## src/hdl/boe_pkg.sv

```systemverilog
// Types, constants and codes shared by the OPT cache engine modules.
`default_nettype none

package boe_pkg;

	localparam int MAX_ENTRIES   = 64;
	localparam int SLOT_BITS     = $clog2(MAX_ENTRIES);
	localparam int OCC_BITS      = SLOT_BITS + 1;
	localparam int ID_BITS       = 16;
	localparam int TIME_BITS     = 32;
	localparam int CNT_BITS      = 40;
	localparam int CAP_BITS      = 7;
	localparam int CMP_BITS      = (OCC_BITS > CAP_BITS) ? OCC_BITS : CAP_BITS;
	localparam int SEEN_BIT_BITS = 5;
	localparam int SEEN_WORD     = 2 ** SEEN_BIT_BITS;
	localparam int SEEN_ROW_BITS = ID_BITS - SEEN_BIT_BITS;
	localparam int SEEN_ROWS     = 2 ** SEEN_ROW_BITS;

	localparam logic [CAP_BITS-1:0] CAP_RESET = CAP_BITS'(64);

	typedef enum logic [1:0] {
		OUT_HIT  = 2'd0,
		OUT_CAP  = 2'd1,
		OUT_COLD = 2'd2
	} outcome_t;

	typedef enum logic [2:0] {
		ST_CLEAR,
		ST_IDLE,
		ST_SCAN,
		ST_DRAIN,
		ST_DONE
	} state_t;

	typedef struct packed {
		logic [ID_BITS-1:0]   block_id;
		logic [TIME_BITS-1:0] current_time;
		logic [TIME_BITS-1:0] next_use;
	} req_t;

	typedef struct packed {
		outcome_t              outcome;
		logic                  evicted_valid;
		logic [ID_BITS-1:0]    evicted_id;
		logic [CNT_BITS-1:0]   hits_total;
		logic [CNT_BITS-1:0]   misses_total;
		logic [CNT_BITS-1:0]   cold_misses_total;
	} rsp_t;

	typedef struct packed {
		logic [ID_BITS-1:0]   block;
		logic [TIME_BITS-1:0] next_use;
	} entry_t;

	typedef struct packed {
		logic                 wr_en;
		logic [SLOT_BITS-1:0] waddr;
		logic [SLOT_BITS-1:0] raddr;
		entry_t               wdata;
	} entry_req_t;

	typedef struct packed {
		logic                     rd_en;
		logic                     wr_en;
		logic [SEEN_ROW_BITS-1:0] row;
		logic [SEEN_WORD-1:0]     wdata;
	} seen_req_t;

endpackage

`default_nettype wire

```

## src/hdl/boe_entry_store.sv

```systemverilog
// Cache entry memory: block id and next use per slot, registered read.
`default_nettype none

module boe_entry_store (
	input  wire logic                clk,
	input  wire boe_pkg::entry_req_t req,
	output boe_pkg::entry_t          rdata
);

	boe_pkg::entry_t mem [boe_pkg::MAX_ENTRIES];

	always_ff @(posedge clk) begin
		if (req.wr_en) begin
			mem[req.waddr] <= req.wdata;
		end
		rdata <= mem[req.raddr];
	end

endmodule

`default_nettype wire

```

## config.mk

```make
export PLATFORM = sky130hd
export DESIGN_NAME = boe_entry_store
export DESIGN_NICKNAME = d
export VERILOG_FILES = /design/src/hdl/boe_pkg.sv /design/src/hdl/boe_entry_store.sv
export SDC_FILE = /design/constraint.sdc
export NUM_CORES = 2
export LEC_CHECK = 0
export ABC_AREA = 1
export BUFFER_PORTS_ARGS = -buffer_cell sky130_fd_sc_hd__buf_2
export CAP_MARGIN = 0
export CORE_ASPECT_RATIO = 1.5
export CORE_UTILIZATION = 35
export CTS_CLUSTER_DIAMETER = 40
export DETAILED_ROUTE_END_ITERATION = 16
export GPL_TIMING_DRIVEN = 0
export PLACE_DENSITY = 0.54
export REMOVE_ABC_BUFFERS = 1
export SYNTH_ARGS = -nofsm -noshare
export SYNTH_HDL_FRONTEND = slang
export SYNTH_SLANG_ARGS = --single-unit
```

## constraint.sdc

```tcl
create_clock -name clk -period 18.6 [get_ports clk]
set_clock_uncertainty 0.05 [all_clocks]
set_input_delay 1.86 -clock clk [delete_from_list [all_inputs] [get_ports clk]]
set_output_delay 1.86 -clock clk [all_outputs]
set_load 0.02 [all_outputs]
```

# Yosys cells after proc, flatten, opt, wreduce, memory -nomap -nowiden
# Memory sizes are Yosys's and may differ from the RTL's. A register that Yosys moved wholly into a read port is not among the register bits.
# Cells that the tools add are included.
# totals
ram_bits	3072
out_inout_bits	48
reg_bits	0
wordCells	3
inputBits	62
mem_count	1
# memory_table
memory	words	width	read_ports	rd_clocked_by_memory_dff	wr	line_no	source
mem	64	48	1	1	1	boe_entry_store.sv:10	boe_pkg::entry_t mem [boe_pkg::MAX_ENTRIES];
# classes
mux	2
# op_table
operator	count
1-bit 2-to-1 mux	2

# Longest topological paths before layout
# depth
word_depth	2
ltp_mapped	13
mapped_depth_nobuf	9

# Least setup slack after synthesis
# OpenSTA, ideal clock, no wires.
# synth_path
path_type	input to register
startpoint	in req[60] in the netlist's numbering
endpoint	mem mem[48][0] in the netlist's numbering (enable)
t_arrival_ns	6.992
n_path_buf	1
setup_slack_ns	10.984
required_ns	17.976
path_stages	3
setup_ns	0.574
cell_sequence	clkbuf_1 nand4_1 nor4_1
# synth_via
elab_chain_cells	2
# synth_rtl
item	line_no	source
from (decl)	boe_entry_store.sv:6	input wire boe_pkg::entry_req_t req,
1-bit 2-to-1 mux	boe_entry_store.sv:13	if (req.wr_en) begin
1-bit 2-to-1 mux (implied by the code)	boe_entry_store.sv:14	mem[req.waddr] <= req.wdata;
to (decl)	boe_entry_store.sv:10	
# Every way passes these cells.

==> metrics.txt <==
CP peak stage delay=0.63 ns; Fmax=about 180 MHz; initial antenna violation count=24; Worst Hold Depth=8; Crit path max-delay family=buffers and inverters; largest net degree at the start of global routing=approximately 230; WL/cell=25.2 um; Final Setup Violations=0; Die Y-Extent=roughly 730 um; fillers=between 30000 and 40000; Pleak=between 50 and 60 nW; Least-Margin Pin Slew=1.28 ns; Port Buf Inserts=109; sw power=0.00352 W; grt met3 use=0.0338; Core Rows=267; Hold Path End=rdata[31]$_DFF_P_; register-to-register setup slack=16.90 ns; final net count=10261; vias per cell=5.40; Worst EP required=19.33 ns; mean post-synth cell area=12.3 um^2; most frequent cell on the critical path=buf_16; total area of sequential cells=slightly above 90000 um^2; Non-Filler Instances=15184; area grow syn2layout=15.9%; clock transition at the registers of the reported paths=0.07 ns; number of top-level pins=110; number of DRC markers in iteration 0=8692; drt drc=0; core area=353000 um^2; Internal=0.0118 W; Tmin final=around 5.5 ns; outcome=complete, no violations; hold path startpoint=mem[40][31]$_DFFE_PP_; Slew Limit Fails=0; crit path DAT=around 6.3 ns; Synth Instances=between 10000 and 15000; GR Util met1=0.260; H-tree depth=5; TritonCTS Sinks=3120; worst flop-to-flop path endpoint=rdata[36]$_DFF_P_; pwr dens=106 nW/um^2; switching part of the total=0.230; Gate power share=0.056; slew margin rel.=0.149; first-pass GRT wire length=~540000 um; DR pass1 iterations=8; Clock Root Buffer=clkbuf_16; Critical Path End Type=register; hold crit path type=register to register; gpl congestion=0.710; register area share after synthesis=0.750; CP max-delay cell=inv_8; Hold Buf Count CTS=0; most used routing layer in global routing=met2; routed wire length=approximately 380000 um; WP buf/inv=8; final HPWL from detailed placement=225000 um; met2 GRT Util=0.355; Resized cells post-CTS=0; Routed Antenna Nets=0; crit path kind=primary input to register; Die ar.=about 360000 um^2; DP Area=133000 um^2; final hold violations=0; Max FO, Critical Path=114; clock power share=0.434; synthesized cell area=around 120000 um^2; Netlist cell types=18; vias in the first global route=about 79000; Tcrit/Tclk final=0.298; dpl cells=14567; R2R depth=8; #FFs+latches synth=about 3100; Die X=489 um; unrepaired setup endpoints after global routing=no; type of origin of the critical path=primary input; Clock Path Buffers=4; peak supply drop=0.0775 mV; Final Cell Area=144000 um^2; crit-path cells=buf_8 -> buf_16 -> buf_16 -> buf_16 -> inv_8 -> buf_16 -> buf_16 -> buf_16 -> nand3_1 -> nand3_1 -> nand3_1 -> nand3_1 -> nand2_1 -> nand2_1 -> nand2_1; area taken by multi-input logic gates=27700 um^2; Max-Cap Viols=0; gr usage total=0.209; via count=81950; TritonCTS clock tree=built; R2R Path Start=mem[53][36]$_DFFE_PP_; Clock Latency Late Sink=about 0.91 ns; setup TNS=0 ns; synth warn=0; layout cell share with drive strength beyond 1=0.0959; Starting Density=0.352; Post-CTS Repair Setup Buffers=0; grt ovf=0; Seq pwr share=0.510; CTS buffer count=337
[final cells by class]
type	instances	share of cell area
Sequential cell	3120	0.647
Inverter	12	0.000617
Antenna cell	10	0.000174
Clock buffer	401	0.0615
Timing Repair Buffer	426	0.0431
Clock inverter	206	0.0141
Multi-Input combinational cell	6302	0.193
Tap cell	4707	0.0409
[sequential cells by signal (all words and copies together) (netlist names)]
signal / count
mem: 3072
rdata: 48
[routing by layer]
layer	part of all wire	vias up	wire [um]
met2	0.49	3579	188000
met3	0.075	848	28900
met5	0.00022	-	84
met4	0.046	14	17700
met1	0.39	41269	148000
li1	-	36240	-
[power groups by stage]
stage	Sequential (W)	Combinational, W	Clock [W]
2_1_floorplan	0.00796	0.000448	0
3_3_place_gp	0.00796	0.00104	0
3_5_place_dp	0.00795	0.000848	0
4_1_cts	0.00780	0.000851	0.00674
5_1_grt	0.00780	0.000928	0.00699
6_report	0.00780	0.000851	0.00664
[placed cells by master, fill, tap and decap left out, types with 9 or more instances in the layout]
cell type   synthesis  final
clkinv_2            0     38
nand2_1          3372   3372
buf_2             367    103
nand4_1             9      9
buf_12              1    156
inv_8               0     13
edfxtp_1         3072   3072
nor2_4              0     56
diode_2             0     10
inv_6               0     35
nand3_1          2857   2857
clkinv_4            0     23
clkbuf_16           0    345
buf_4              58     94
clkinv_1            2     44
clkbuf_1          115     55
dfxtp_1            48     48
buf_16              0     63
bufinv_16           0     22
clkinv_8            0     13
clkinvlp_4          0     20
[how the worst max path moves through the flow]
stage	startpoint	end	slack, ns	cells past startpoint
6_report	req[49]	rdata[22]$_DFF_P_	13.07	15
3_5_place_dp	req[49]	rdata[45]$_DFF_P_	12.07	15
3_3_place_gp	req[48]	rdata[3]$_DFF_P_	-97.18	10
4_1_cts	req[49]	rdata[45]$_DFF_P_	13.05	15
2_1_floorplan	req[48]	rdata[20]$_DFF_P_	8.79	9
5_1_grt	req[49]	rdata[22]$_DFF_P_	12.96	15
[worst min-delay path: stages (launching register included)]
cell and delay, ns:
edfxtp_1 0.32, nand2_1 0.05, nand3_1 0.05, nand3_1 0.06
nand3_1 0.07, nand3_1 0.07, nand2_1 0.06, nand2_1 0.04
nand2_1 0.06
[kinds of logic (layout without fill, tap and decap cells)]
logic type	count (synthesis)	in the layout	synth area share
other	0	10	0
buffers and inverters	686	1045	0.0310
DFF	3120	3120	0.750
and+or+nand+nor	6302	6302	0.219
[metrics by stage]
stage                util  setup WS, ns  hold WS (ns)  total power [W]
detailed placement  0.377         12.07         0.729          0.00880
floorplan               -          8.79         0.670          0.00841
CTS                 0.408         13.05         0.750           0.0154
global route        0.408         12.96         0.836           0.0157
global placement    0.360        -97.18         0.726          0.00899
finish              0.408         13.07         0.756           0.0153
[synthesized netlist by cell type]
library cell,instances,area (um^2)
nand2_1,3372,12700
edfxtp_1,3072,92200
nand3_1,2857,14300
buf_2,367,1840
clkbuf_1,115,432
buf_6,68,766
buf_1,59,221
buf_4,58,435
nor2_1,56,210
dfxtp_1,48,961
nand4_1,9,56.3
inv_1,8,30.0
nor4_1,8,50.1
buf_8,6,90.1
clkinv_1,2,7.51
buf_12,1,20.0
inv_2,1,3.75
inv_4,1,6.26
Note: power is estimated with default switching activity, not from simulation.
