## src/hdl/boe_pkg.sv

```systemverilog
// Types, constants and codes shared by the OPT cache engine modules.
`default_nettype none

package boe_pkg;

	localparam int MAX_ENTRIES   = 64;
	localparam int SLOT_BITS     = $clog2(MAX_ENTRIES);
	localparam int OCC_BITS      = SLOT_BITS + 1;
	localparam int ID_BITS       = 16;
	localparam int TIME_BITS     = 32;
	localparam int CNT_BITS      = 40;
	localparam int CAP_BITS      = 7;
	localparam int CMP_BITS      = (OCC_BITS > CAP_BITS) ? OCC_BITS : CAP_BITS;
	localparam int SEEN_BIT_BITS = 5;
	localparam int SEEN_WORD     = 2 ** SEEN_BIT_BITS;
	localparam int SEEN_ROW_BITS = ID_BITS - SEEN_BIT_BITS;
	localparam int SEEN_ROWS     = 2 ** SEEN_ROW_BITS;

	localparam logic [CAP_BITS-1:0] CAP_RESET = CAP_BITS'(64);

	typedef enum logic [1:0] {
		OUT_HIT  = 2'd0,
		OUT_CAP  = 2'd1,
		OUT_COLD = 2'd2
	} outcome_t;

	typedef enum logic [2:0] {
		ST_CLEAR,
		ST_IDLE,
		ST_SCAN,
		ST_DRAIN,
		ST_DONE
	} state_t;

	typedef struct packed {
		logic [ID_BITS-1:0]   block_id;
		logic [TIME_BITS-1:0] current_time;
		logic [TIME_BITS-1:0] next_use;
	} req_t;

	typedef struct packed {
		outcome_t              outcome;
		logic                  evicted_valid;
		logic [ID_BITS-1:0]    evicted_id;
		logic [CNT_BITS-1:0]   hits_total;
		logic [CNT_BITS-1:0]   misses_total;
		logic [CNT_BITS-1:0]   cold_misses_total;
	} rsp_t;

	typedef struct packed {
		logic [ID_BITS-1:0]   block;
		logic [TIME_BITS-1:0] next_use;
	} entry_t;

	typedef struct packed {
		logic                 wr_en;
		logic [SLOT_BITS-1:0] waddr;
		logic [SLOT_BITS-1:0] raddr;
		entry_t               wdata;
	} entry_req_t;

	typedef struct packed {
		logic                     rd_en;
		logic                     wr_en;
		logic [SEEN_ROW_BITS-1:0] row;
		logic [SEEN_WORD-1:0]     wdata;
	} seen_req_t;

endpackage

`default_nettype wire

```

## src/hdl/boe_ctrl.sv

```systemverilog
// Sequencer: scans the entry memory, picks hit or victim, updates state.
`default_nettype none

module boe_ctrl (
	input  wire logic                              clk,
	input  wire logic                              arst_n,
	input  wire logic                              start,
	output logic                                   busy,
	input  wire boe_pkg::req_t                     request,
	input  wire logic                              cfg_we,
	input  wire logic [boe_pkg::CAP_BITS-1:0]      cfg_wdata,
	output logic                                   result_valid,
	output boe_pkg::rsp_t                          result,
	output boe_pkg::entry_req_t                    entry_req,
	input  wire boe_pkg::entry_t                   entry_rdata,
	output boe_pkg::seen_req_t                     seen_req,
	input  wire logic [boe_pkg::SEEN_WORD-1:0]     seen_rdata,
	input  wire logic                              seen_ready
);

	localparam logic [boe_pkg::SLOT_BITS-1:0] LAST_SLOT =
		boe_pkg::SLOT_BITS'(boe_pkg::MAX_ENTRIES - 1);
	localparam logic [boe_pkg::CAP_BITS-1:0] CAP_MAX =
		boe_pkg::CAP_BITS'(boe_pkg::MAX_ENTRIES);

	boe_pkg::state_t state_q, state_d;

	logic [boe_pkg::CAP_BITS-1:0]    cap_q;
	logic [boe_pkg::CAP_BITS-1:0]    cap_eff;
	logic [boe_pkg::SLOT_BITS-1:0]   scan_addr_q;
	logic [boe_pkg::SLOT_BITS-1:0]   idx_s1;
	logic                            vld_s1;
	logic [boe_pkg::MAX_ENTRIES-1:0] valid_q;
	logic [boe_pkg::OCC_BITS-1:0]    occ_q;
	logic [boe_pkg::CNT_BITS-1:0]    hit_cnt_q, miss_cnt_q, cold_cnt_q;

	logic [boe_pkg::ID_BITS-1:0]     id_q;
	logic [boe_pkg::TIME_BITS-1:0]   nu_q;

	logic                            match_found_q, best_found_q, free_found_q;
	logic [boe_pkg::SLOT_BITS-1:0]   match_slot_q, best_slot_q, free_slot_q;
	logic [boe_pkg::TIME_BITS-1:0]   best_nu_q;
	logic [boe_pkg::ID_BITS-1:0]     best_block_q;

	boe_pkg::rsp_t                   rsp_q;
	logic                            rsp_valid_q;

	logic                            cur_valid;
	logic                            seen_bit;
	logic                            evict;
	logic                            slot_ok;
	logic [boe_pkg::SLOT_BITS-1:0]   use_slot;
	logic [boe_pkg::SLOT_BITS-1:0]   wr_slot;
	boe_pkg::outcome_t               outcome;

	assign result_valid = rsp_valid_q;
	assign result       = rsp_q;

	always_comb begin
		if (cap_q == '0) begin
			cap_eff = boe_pkg::CAP_BITS'(1);
		end else if (cap_q > CAP_MAX) begin
			cap_eff = CAP_MAX;
		end else begin
			cap_eff = cap_q;
		end
	end

	// Decision at the end of the scan.
	always_comb begin
		cur_valid = valid_q[idx_s1];
		seen_bit  = seen_rdata[id_q[boe_pkg::SEEN_BIT_BITS-1:0]];
		evict     = !match_found_q && best_found_q &&
			(boe_pkg::CMP_BITS'(occ_q) >= boe_pkg::CMP_BITS'(cap_eff));
		slot_ok   = evict || free_found_q;
		use_slot  = evict ? best_slot_q : free_slot_q;
		wr_slot   = match_found_q ? match_slot_q : use_slot;
		if (match_found_q) begin
			outcome = boe_pkg::OUT_HIT;
		end else if (seen_bit) begin
			outcome = boe_pkg::OUT_CAP;
		end else begin
			outcome = boe_pkg::OUT_COLD;
		end
	end

	// Next state.
	always_comb begin
		state_d = state_q;
		unique case (state_q)
			boe_pkg::ST_CLEAR: begin
				if (seen_ready) begin
					state_d = boe_pkg::ST_IDLE;
				end
			end
			boe_pkg::ST_IDLE: begin
				if (start) begin
					state_d = boe_pkg::ST_SCAN;
				end
			end
			boe_pkg::ST_SCAN: begin
				if (scan_addr_q == LAST_SLOT) begin
					state_d = boe_pkg::ST_DRAIN;
				end
			end
			boe_pkg::ST_DRAIN: state_d = boe_pkg::ST_DONE;
			boe_pkg::ST_DONE:  state_d = boe_pkg::ST_IDLE;
			default:           state_d = boe_pkg::ST_CLEAR;
		endcase
	end

	// Outputs toward the memories.
	always_comb begin
		busy               = 1'b1;
		entry_req.wr_en    = 1'b0;
		entry_req.waddr    = wr_slot;
		entry_req.raddr    = scan_addr_q;
		entry_req.wdata    = '{block: id_q, next_use: nu_q};
		seen_req.rd_en     = 1'b0;
		seen_req.wr_en     = 1'b0;
		seen_req.row       = id_q[boe_pkg::ID_BITS-1:boe_pkg::SEEN_BIT_BITS];
		seen_req.wdata     = seen_rdata |
			(boe_pkg::SEEN_WORD'(1) << id_q[boe_pkg::SEEN_BIT_BITS-1:0]);
		unique case (state_q)
			boe_pkg::ST_IDLE: begin
				busy           = 1'b0;
				seen_req.rd_en = start;
				seen_req.row   =
					request.block_id[boe_pkg::ID_BITS-1:boe_pkg::SEEN_BIT_BITS];
			end
			boe_pkg::ST_DONE: begin
				entry_req.wr_en = match_found_q || slot_ok;
				seen_req.wr_en  = !match_found_q && !seen_bit;
			end
			default: begin
			end
		endcase
	end

	// Control state.
	always_ff @(posedge clk or negedge arst_n) begin
		if (!arst_n) begin
			state_q       <= boe_pkg::ST_CLEAR;
			cap_q         <= boe_pkg::CAP_RESET;
			scan_addr_q   <= '0;
			vld_s1        <= 1'b0;
			valid_q       <= '0;
			occ_q         <= '0;
			hit_cnt_q     <= '0;
			miss_cnt_q    <= '0;
			cold_cnt_q    <= '0;
			rsp_valid_q   <= 1'b0;
			match_found_q <= 1'b0;
			best_found_q  <= 1'b0;
			free_found_q  <= 1'b0;
		end else begin
			state_q     <= state_d;
			vld_s1      <= (state_q == boe_pkg::ST_SCAN);
			rsp_valid_q <= (state_q == boe_pkg::ST_DONE);
			if (cfg_we) begin
				cap_q <= cfg_wdata;
			end
			if (state_q == boe_pkg::ST_IDLE) begin
				scan_addr_q   <= '0;
				match_found_q <= 1'b0;
				best_found_q  <= 1'b0;
				free_found_q  <= 1'b0;
			end
			if (state_q == boe_pkg::ST_SCAN) begin
				scan_addr_q <= scan_addr_q + 1'b1;
			end
			if (vld_s1) begin
				if (cur_valid && entry_rdata.block == id_q && !match_found_q) begin
					match_found_q <= 1'b1;
				end
				if (cur_valid && (!best_found_q || entry_rdata.next_use > best_nu_q)) begin
					best_found_q <= 1'b1;
				end
				if (!cur_valid && !free_found_q) begin
					free_found_q <= 1'b1;
				end
			end
			if (state_q == boe_pkg::ST_DONE) begin
				if (match_found_q) begin
					hit_cnt_q <= (hit_cnt_q == '1) ? hit_cnt_q : hit_cnt_q + 1'b1;
				end else begin
					if (seen_bit) begin
						miss_cnt_q <= (miss_cnt_q == '1) ? miss_cnt_q : miss_cnt_q + 1'b1;
					end else begin
						cold_cnt_q <= (cold_cnt_q == '1) ? cold_cnt_q : cold_cnt_q + 1'b1;
					end
					if (slot_ok) begin
						valid_q[use_slot] <= 1'b1;
					end
					// Admit into a free slot grows occupancy; replacing does not.
					if (!evict && free_found_q) begin
						occ_q <= occ_q + 1'b1;
					end
				end
			end
		end
	end

	// Payload registers.
	always_ff @(posedge clk) begin
		idx_s1 <= scan_addr_q;
		if (state_q == boe_pkg::ST_IDLE && start) begin
			id_q <= request.block_id;
			nu_q <= request.next_use;
		end
		if (vld_s1) begin
			if (cur_valid && entry_rdata.block == id_q && !match_found_q) begin
				match_slot_q <= idx_s1;
			end
			if (cur_valid && (!best_found_q || entry_rdata.next_use > best_nu_q)) begin
				best_slot_q  <= idx_s1;
				best_nu_q    <= entry_rdata.next_use;
				best_block_q <= entry_rdata.block;
			end
			if (!cur_valid && !free_found_q) begin
				free_slot_q <= idx_s1;
			end
		end
		if (state_q == boe_pkg::ST_DONE) begin
			rsp_q.outcome           <= outcome;
			rsp_q.evicted_valid     <= evict;
			rsp_q.evicted_id        <= evict ? best_block_q : '0;
			rsp_q.hits_total        <= (match_found_q && hit_cnt_q != '1) ?
				hit_cnt_q + 1'b1 : hit_cnt_q;
			rsp_q.misses_total      <= (!match_found_q && seen_bit && miss_cnt_q != '1) ?
				miss_cnt_q + 1'b1 : miss_cnt_q;
			rsp_q.cold_misses_total <= (!match_found_q && !seen_bit && cold_cnt_q != '1) ?
				cold_cnt_q + 1'b1 : cold_cnt_q;
		end
	end

endmodule

`default_nettype wire

```

## config.mk

```make
export PLATFORM = sky130hd
export DESIGN_NAME = boe_ctrl
export DESIGN_NICKNAME = d
export VERILOG_FILES = /design/src/hdl/boe_pkg.sv /design/src/hdl/boe_ctrl.sv
export SDC_FILE = /design/constraint.sdc
export NUM_CORES = 1
export LEC_CHECK = 0
export ABC_CLOCK_PERIOD_IN_PS = 6030
export BUFFER_PORTS_ARGS = -buffer_cell sky130_fd_sc_hd__buf_2
export CAP_MARGIN = 30
export CORE_ASPECT_RATIO = 1.5
export CORE_UTILIZATION = 35
export DETAILED_ROUTE_END_ITERATION = 7
export PLACE_DENSITY = 0.59
export SLEW_MARGIN = 40
export SYNTH_ARGS = -nofsm -noshare
export SYNTH_HDL_FRONTEND = slang
export SYNTH_SLANG_ARGS = --single-unit
export TNS_END_PERCENT = 50
```

## constraint.sdc

```tcl
create_clock -name clk -period 6.03 [get_ports clk]
set_input_delay 1.5075 -clock clk [delete_from_list [all_inputs] [get_ports clk]]
set_output_delay 1.5075 -clock clk [all_outputs]
set_load 0.01 [all_outputs]
```

Word level (Yosys, flattened, before mapping)
Index checks and enable logic that the tools add are counted.

Bits in registers: 471. Word-level logic and storage cells: 131.

Eq/ne operators: 15. Add/sub/neg operators: 5. Mux-type cells: 34. $lt $le $gt $ge: 7. Shift-type cells: 1. Reductions and logical operators: 35. Bitwise logic cells: 7.

Operators with widths (count): 40-bit by 1-bit adder with 40-bit output (second input constant) (3); 40-bit equality test (second input constant) (3); 40-bit 2-to-1 mux (3); 40-bit inequality test (second input constant) (3); 64-bit OR (1); 32-bit greater-than comparator (1); 32-bit OR (1); 1-bit by 5-bit left shift with 32-bit output (first input constant) (1); 6-bit 2-to-1 mux (4); 16-bit equality test (1); 1-bit 2-to-1 mux (16); 3-bit one-hot mux with 5 select lines (1); 1-bit logical AND (14); 6-bit by 7-bit < comparator with 1-bit output (second input constant) (2); 7-bit 2-to-1 mux (2); 3-bit AND reduction (4); 11-bit 2-to-1 mux (1); 3-bit 2-to-1 mux (3); 4-bit AND reduction (2); 7-bit by 1-bit adder with 7-bit output (second input constant) (1); 7-bit greater-or-equal comparator (1); 7-bit greater-than comparator (second input constant) (1); 7-bit zero test (1); 6-bit by 1-bit adder with 6-bit output (second input constant) (1); 17 further kinds (33).

Depth between registers and ports, before layout
Gate-level depths: netlist of the first run.

Depth in word-level cells: 11. Depth in mapped cells: 14. Gate-level depth less buffers: 12.

Worst setup path after synthesis of the first run
OpenSTA, ideal clock, no wires.

Path type: input port to flip-flop. Start point: in entry_rdata[15] in the netlist's numbering. End point: reg best_block_q[0] in the netlist's numbering (enable). Slack: -0.719 ns. Stages on the path: 8. Buffers on the path: 0. Library setup time: 0.532 ns. Arrival time: 6.216 ns. Cell sequence: ha_1 > nand4_1 > nor3_1 > and3_1 > a21oi_1 > nand4_1 > a21oi_1 > nor3_1.

Word-level cells in the longest chain between the ends: 4.

RTL lines: start, declared (line boe_ctrl.sv:15) `input wire boe_pkg::entry_t entry_rdata,`; 32-bit greater-than comparator (line boe_ctrl.sv:215) `if (cur_valid && (!best_found_q || entry_rdata.next_use > best_nu_q)) begin`; 1-bit logical OR (line boe_ctrl.sv:215); 1-bit logical AND (line boe_ctrl.sv:215); 2-bit AND reduction (no line); end signal, assigned (line boe_ctrl.sv:218) `best_block_q <= entry_rdata.block;`; end, declared (line boe_ctrl.sv:43) `logic [boe_pkg::ID_BITS-1:0] best_block_q;`.

No other way between the ends. A chain may end at the register's enable or synchronous reset.

==> results of run 1 <==
-- through the flow --
step	setup slack (ps)	area (µm²)	utilization [%]	hold WS, ps	total power [mW]
6_report	538.0	26400	42.44	463.6	8.314
5_1_grt	294.4	26400	42.43	484.6	8.708
4_1_cts	469.7	26360	42.37	458.4	8.450
3_5_place_dp	802.0	24850	39.94	444.5	5.508
3_3_place_gp	842.4	24810	39.87	434.5	5.474
2_1_floorplan	875.2	22010	-	420.2	4.837
-- worst max-delay path: stages (launching register included) --
cell and delay (ps):
dfrtp_1 390, nor3_1 190, a21oi_1 90, nor2_1 90
ha_1 220, nand2b_1 150, a2111o_1 400, a31oi_1 270
o21a_1 150, buf_4 260, inv_2 360, mux2_2 400
mux2_2 280, buf_2 140
-- cell type report --
cell class              count  area (µm²)
diodes                      4       10.01
fillers                  5975       35820
clock inverters            30       244.0
repair buffers            403        2096
inverters                  56       215.2
multi-input cells        1236        8544
clock buffers              56        1271
well taps                 798       998.5
flip-flops and latches    471       13030
-- cell families after synthesis --
family                   share of synthesized area, %
XOR/XNOR                                        10.03
adder cells (fa/ha/maj)                         2.502
flip-flops                                      59.20
buffers and inverters                           2.315
AO/OA/AOI/OAI                                   6.364
multiplexers                                    3.520
AND/OR/NAND/NOR                                 16.07
-- sequential cells by signal, summed over array words and instances (netlist names) --
| name | flops |
|---|---|
| hit_cnt_q | 40 |
| free_slot_q | 6 |
| best_found_q | 1 |
| valid_q | 64 |
| nu_q | 32 |
| best_block_q | 16 |
| idx_s1 | 6 |
| scan_addr_q | 6 |
| match_slot_q | 6 |
| cold_cnt_q | 40 |
| match_found_q | 1 |
| best_slot_q | 6 |
| occ_q | 7 |
| result_valid | 1 |
| best_nu_q | 32 |
| cap_q | 7 |
| result | 139 |
| state_q | 3 |
| vld_s1 | 1 |
| id_q | 16 |
| miss_cnt_q | 40 |
| free_found_q | 1 |
-- cell usage in the layout, fill, tap and decap left out, types with 7 or more instances in the layout --
cell type / Yosys / routed
nor2b_1: 16 / 16
o21bai_1: 72 / 72
mux2_1: 8 / 8
nand4_1: 60 / 60
mux2i_1: 38 / 38
mux2_2: 11 / 11
and4_1: 16 / 16
a21o_1: 24 / 24
nand2_1: 220 / 220
dfrtp_1: 211 / 211
nor4_1: 25 / 24
nor2_2: 6 / 9
ha_1: 44 / 44
buf_4: 3 / 15
clkinv_2: 0 / 10
a211oi_1: 7 / 7
xnor2_1: 155 / 155
edfxtp_1: 253 / 253
nand3_1: 67 / 67
inv_1: 50 / 50
and2_1: 28 / 27
o21ai_0: 19 / 19
nor3_1: 40 / 38
xor2_1: 97 / 97
nand2b_1: 14 / 14
and3_1: 35 / 35
a21oi_1: 19 / 19
mux4_2: 8 / 8
clkbuf_16: 0 / 49
buf_2: 26 / 385
clkinv_1: 2 / 7
nor2_1: 95 / 92
-- power by group --
part / switching (mW) / leakage, nW / internal [mW]
Clock: 1.29 / 0.738 / 1.60
Combinational: 0.941 / 4.95 / 0.510
Sequential: 0.199 / 5.05 / 3.77
Total: 2.43 / 10.7 / 5.88
-- worst paths after layout --
kind | endpoint | slack [ps] | cells past startpoint
setup / recovery | entry_req[54] | 540 | 13
max in group asynchronous | vld_s1$_DFF_PN0_ | 4150 | 2
hold reg to reg | idx_s1[1]$_DFF_P_ | 460 | 0
hold / removal | idx_s1[1]$_DFF_P_ | 460 | 0
min in group asynchronous | result_valid$_DFF_PN0_ | 880 | 1
setup reg to reg | valid_q[43]$_DFFE_PN0P_ | 2300 | 13
-- layer usage --
| metal | vias up | GRT usage, % |
|---|---|---|
| met1 | 7526 | 19.98 |
| met2 | 457 | 31.77 |
| met4 | 2 | 8.063 |
| li1 | 7294 | - |
| met5 | - | 0 |
| met3 | 98 | 3.024 |
==> impl_metrics.json, run 1 <==
{
  "fin_nets": 2430,
  "crit_path_start": "cap_q[2]$_DFFE_PN0P_",
  "cts_tree": "yes",
  "yosysSeqAreaShare_pct": 59.20,
  "power_density_nw_per_um2": 314.9,
  "synthTopCellsByCount": "edfxtp_1, nand2_1, dfrtp_1",
  "num_vias": 15380,
  "clk_path_buf_depth": 3,
  "arrival_ps": 3980,
  "netlist_area_um2": 22000,
  "maxSlewViolCount": 0,
  "stdcell_count": 3054,
  "synthToLayoutAreaGrowth_pct": 20.01,
  "tightest_slew_ps": 779.4,
  "viasPerCell": 5.035,
  "clock_skew_ps": 20.39,
  "synth_edf_count": 253,
  "yosys.area.top_type": "edfxtp_1",
  "maxCapViolCount": 0,
  "first_iter_violations": 619,
  "crit_type": "reg -> out",
  "violations": "design-rule violations",
  "wirelength_um": 56530,
  "dp_cells": 2963,
  "htree_levels": 2,
  "rsz0062_at_grt": "false",
  "cp_max_fo": 39,
  "critPathCaptureType": "output pin",
  "start_kind": "flop",
  "die_w_um": 206.7,
  "highest_layer": "met5",
  "met1_length_um": 21800,
  "clk_pin_slew_ps": 60,
  "setup_tns_ps": 0,
  "hold_viol": 0,
  "wl_met2_um": 29820,
  "die_area_um2": 63890,
  "post_synth_num_cell_types": 82,
  "synthesis.nets": 2043,
  "numCtsBuffers": 46,
  "dr.pass1.iters": 8,
  "max_freq_mhz": 182.1,
  "fin_crit_sh_pct": 91.08,
  "synthTopCellsByArea": "edfxtp_1, dfrtp_1, xnor2_1",
  "insertion_delay_ps": 590,
  "grt_max_degree": 111,
  "total_leakage_power_nw": 10.74,
  "clockRootBuffer": "clkbuf_16",
  "status": "finished, violations left",
  "syn_inst": 1827,
  "setup_viol": 0,
  "ctsHoldBuffers": 0,
  "synthFlopType": "edfxtp_1",
  "drive_above_1_share_pct": 24.56,
  "postCtsSetupBuffers": 0,
  "relSlewSlack_pct": 47.97,
  "hpwl_um": 41460,
  "cts.sinks": 471,
  "gp_congestion": 0.9270,
  "port_buffers": 386,
  "ios": 419,
  "ir_drop_uv": 234.0,
  "required_ps": 4520,
  "hold_path.class": "reg -> reg",
  "holdCritStartpoint": "scan_addr_q[1]$_DFFE_PN0P_",
  "synth_top_area_share_pct": 34.53,
  "post_cts_resized": 0,
  "wl_met3_um": 2603,
  "yosysMostFrequentCell": "edfxtp_1",
  "grt_pass1_wl_um": 86800,
  "synthArstFlopShare_pct": 45.01,
  "drc": 12,
  "period_needed_ps": 5492,
  "ant_nets": 0,
  "die_h_um": 309.1,
  "wl_per_cell_um": 18.51,
  "yosys_warnings": 0,
  "grt_overflow": 0,
  "rows": 112,
  "avgSynthCellArea_um2": 12.04,
  "ys_ff_latch": 471,
  "grt_usage_pct": 17.60,
  "core_um2": 62220,
  "initial_core_util_pct": 35.36,
  "grt_pass1_vias": 15720,
  "antenna_found_initial": 4,
  "timing.rr.start": "cap_q[2]$_DFFE_PN0P_"
}
(Power assumes the default switching activity.)
==> run 2, diff against run 1 <==
- GPL_TIMING_DRIVEN: not set -> 0
==> run 2 against run 1 <==
  * Worst hold slack worse by 14 ps
  * The run still ends with design-rule violations left
  * Sequential cell count unchanged
  * Setup slack improved by 58 ps
  * Die area stayed put
  * Clock power increased by 6%
  * First-iteration DRC count grew 3.9%
  * Non-clock buffer count is 58 higher
  * Via count up 1.7%
  * Critical path depth increased by 2
  * Power is 2.4% higher
  * Maximum frequency up 1.1%
  * Cell area grew 1.5%
==> impl_metrics.json, run 2 (synthesized netlist as in run 1, its figures left out) <==
{
  "grt_pass1_vias": 16110,
  "clockRootBuffer": "clkbuf_16",
  "critPathCaptureType": "output pin",
  "diodes": 0,
  "grt_use_met1_pct": 20.08,
  "power_frac_comb_pct": 17.9,
  "post_cts_resized": 0,
  "clock_skew_ps": 11.98,
  "die_w_um": 206.7,
  "crit_type": "reg -> out",
  "drive_above_1_share_pct": 25.00,
  "htree_levels": 2,
  "hpwl_um": 44350,
  "clk_pin_slew_ps": 70,
  "use_met2_pct": 33.90,
  "initial_core_util_pct": 35.36,
  "hold_path.class": "reg -> reg",
  "swShare_pct": 28.73,
  "max_freq_mhz": 184.0,
  "ant_nets": 0,
  "drc": 13,
  "core_um2": 62220,
  "p_int_mw": 6.066,
  "cts_tree": "yes",
  "dr.pass1.iters": 7,
  "seqPwrFrac_pct": 46.2,
  "regArea_um2": 13020,
  "ios": 419,
  "max_stage_delay_ps": 410,
  "die_h_um": 309.1,
  "viasPerCell": 5.028,
  "postCtsSetupBuffers": 0,
  "port_buffers": 385,
  "hold_viol": 0,
  "fillCellCount": 5929,
  "setup_viol": 0,
  "arrival_ps": 3930,
  "crit_chain": "nor3_1 -> a21oi_1 -> nor2_1 -> ha_1 -> nand2b_1 -> a2111o_1 -> a31oi_1 -> o21a_1 -> inv_2 -> buf_2 -> clkbuf_1 -> nor2_1 -> a21oi_1 -> o21ai_0 -> buf_2",
  "violations": "design-rule violations",
  "stdcell_count": 3110,
  "power_density_nw_per_um2": 317.5,
  "maxSlewViolCount": 0,
  "rsz0062_at_grt": "false",
  "maxCapViolCount": 0,
  "largest_reg_flops": 139,
  "layout_commonest_cell": "buf_2",
  "grt_max_degree": 78,
  "synthToLayoutAreaGrowth_pct": 21.86,
  "num_vias": 15640,
  "rows": 112,
  "gp_congestion": 0.8983,
  "final_cell_mix": "buf_2, edfxtp_1, nand2_1",
  "period_needed_ps": 5434,
  "first_iter_violations": 643,
  "insertion_delay_ps": 590,
  "hold_slack_ps": 449.2,
  "setup_tns_ps": 0,
  "grt_util_met3_pct": 3.013,
  "numCtsBuffers": 48,
  "multi_input_area_um2": 8518,
  "grt_pass1_wl_um": 89910,
  "relSlewSlack_pct": 46.48,
  "grt_usage_pct": 18.26,
  "p_clk_share_pct": 35.8,
  "cts.sinks": 471,
  "switchingPower_mw": 2.445,
  "post-route-util_pct": 43.09,
  "busiest_layer": "met2",
  "clk_path_buf_depth": 3,
  "ir_drop_uv": 295.5,
  "start_kind": "flop",
  "dp_cells": 3022,
  "fin_nets": 2490,
  "status": "finished, violations left",
  "tightest_slew_ps": 799.0,
  "fin_crit_sh_pct": 90.12,
  "wl_per_cell_um": 18.90,
  "cp_max_fo": 10,
  "antenna_found_initial": 1,
  "total_leakage_power_nw": 10.98,
  "ctsHoldBuffers": 0,
  "slowest_stage": "a2111o_1",
  "required_ps": 4520,
  "wirelength_um": 58770,
  "grt_overflow": 0,
  "die_area_um2": 63890
}
## run 2: power groups by stage
stage               logic [mW]  registers, mW  clock network [mW]
finish                    1.53           3.94                3.05
global placement          1.48           4.03                   0
CTS                       1.56           3.94                3.15
global route              1.68           3.97                3.26
detailed placement        1.56           4.01                   0
floorplan                0.756           4.08                   0
## run 2: layout make-up
type	count	area share, %
buffer	64	1.120
clock inverter	28	1.120
timing repair buffer	397	8.041
multi-input combinational	1236	31.77
clock buffer	60	4.840
inverter	56	0.8027
sequential	471	48.58
tap	798	3.724
## run 2: worst max-delay path, delay by kind of cell (launching register included)
kind / cells / cell delay [ps]
AO/OA/AOI/OAI: 6 / 1370
buffers and inverters: 4 / 770
AND/OR/NAND/NOR: 4 / 590
flip-flops: 1 / 390
adder cells (fa/ha/maj): 1 / 220
## run 2: metal layers
| metal | routed length (µm) | vias to the layer above |
|---|---|---|
| met5 | 0 | - |
| met4 | 2555 | 0 |
| met3 | 2750 | 113 |
| met2 | 31140 | 472 |
| met1 | 22320 | 7637 |
| li1 | - | 7415 |
## run 2: per-stage QoR
step                power, mW  setup WS (ps)  area, µm²
CTS                     8.652          400.0      26800
global placement        5.517          -2079      24930
global route            8.916          262.9      26810
floorplan               4.837          875.2      22010
detailed placement      5.563           1047      25210
finish                  8.512          595.7      26810
## run 2: path summary, 6_finish.rpt
path / start / to / slack [ps] / depth (start not counted)
max: cap_q[2]$_DFFE_PN0P_ / entry_req[59] / 600 / 15
min: valid_q[56]$_DFFE_PN0P_ / valid_q[56]$_DFFE_PN0P_ / 450 / 1
max reg2reg: state_q[0]$_DFFE_PN0P_ / valid_q[27]$_DFFE_PN0P_ / 2410 / 9
min reg2reg: valid_q[56]$_DFFE_PN0P_ / valid_q[56]$_DFFE_PN0P_ / 450 / 1
max in group asynchronous: arst_n / cap_q[6]$_DFFE_PN1P_ / 4260 / 3
min in group asynchronous: arst_n / hit_cnt_q[10]$_DFFE_PN0P_ / 770 / 1
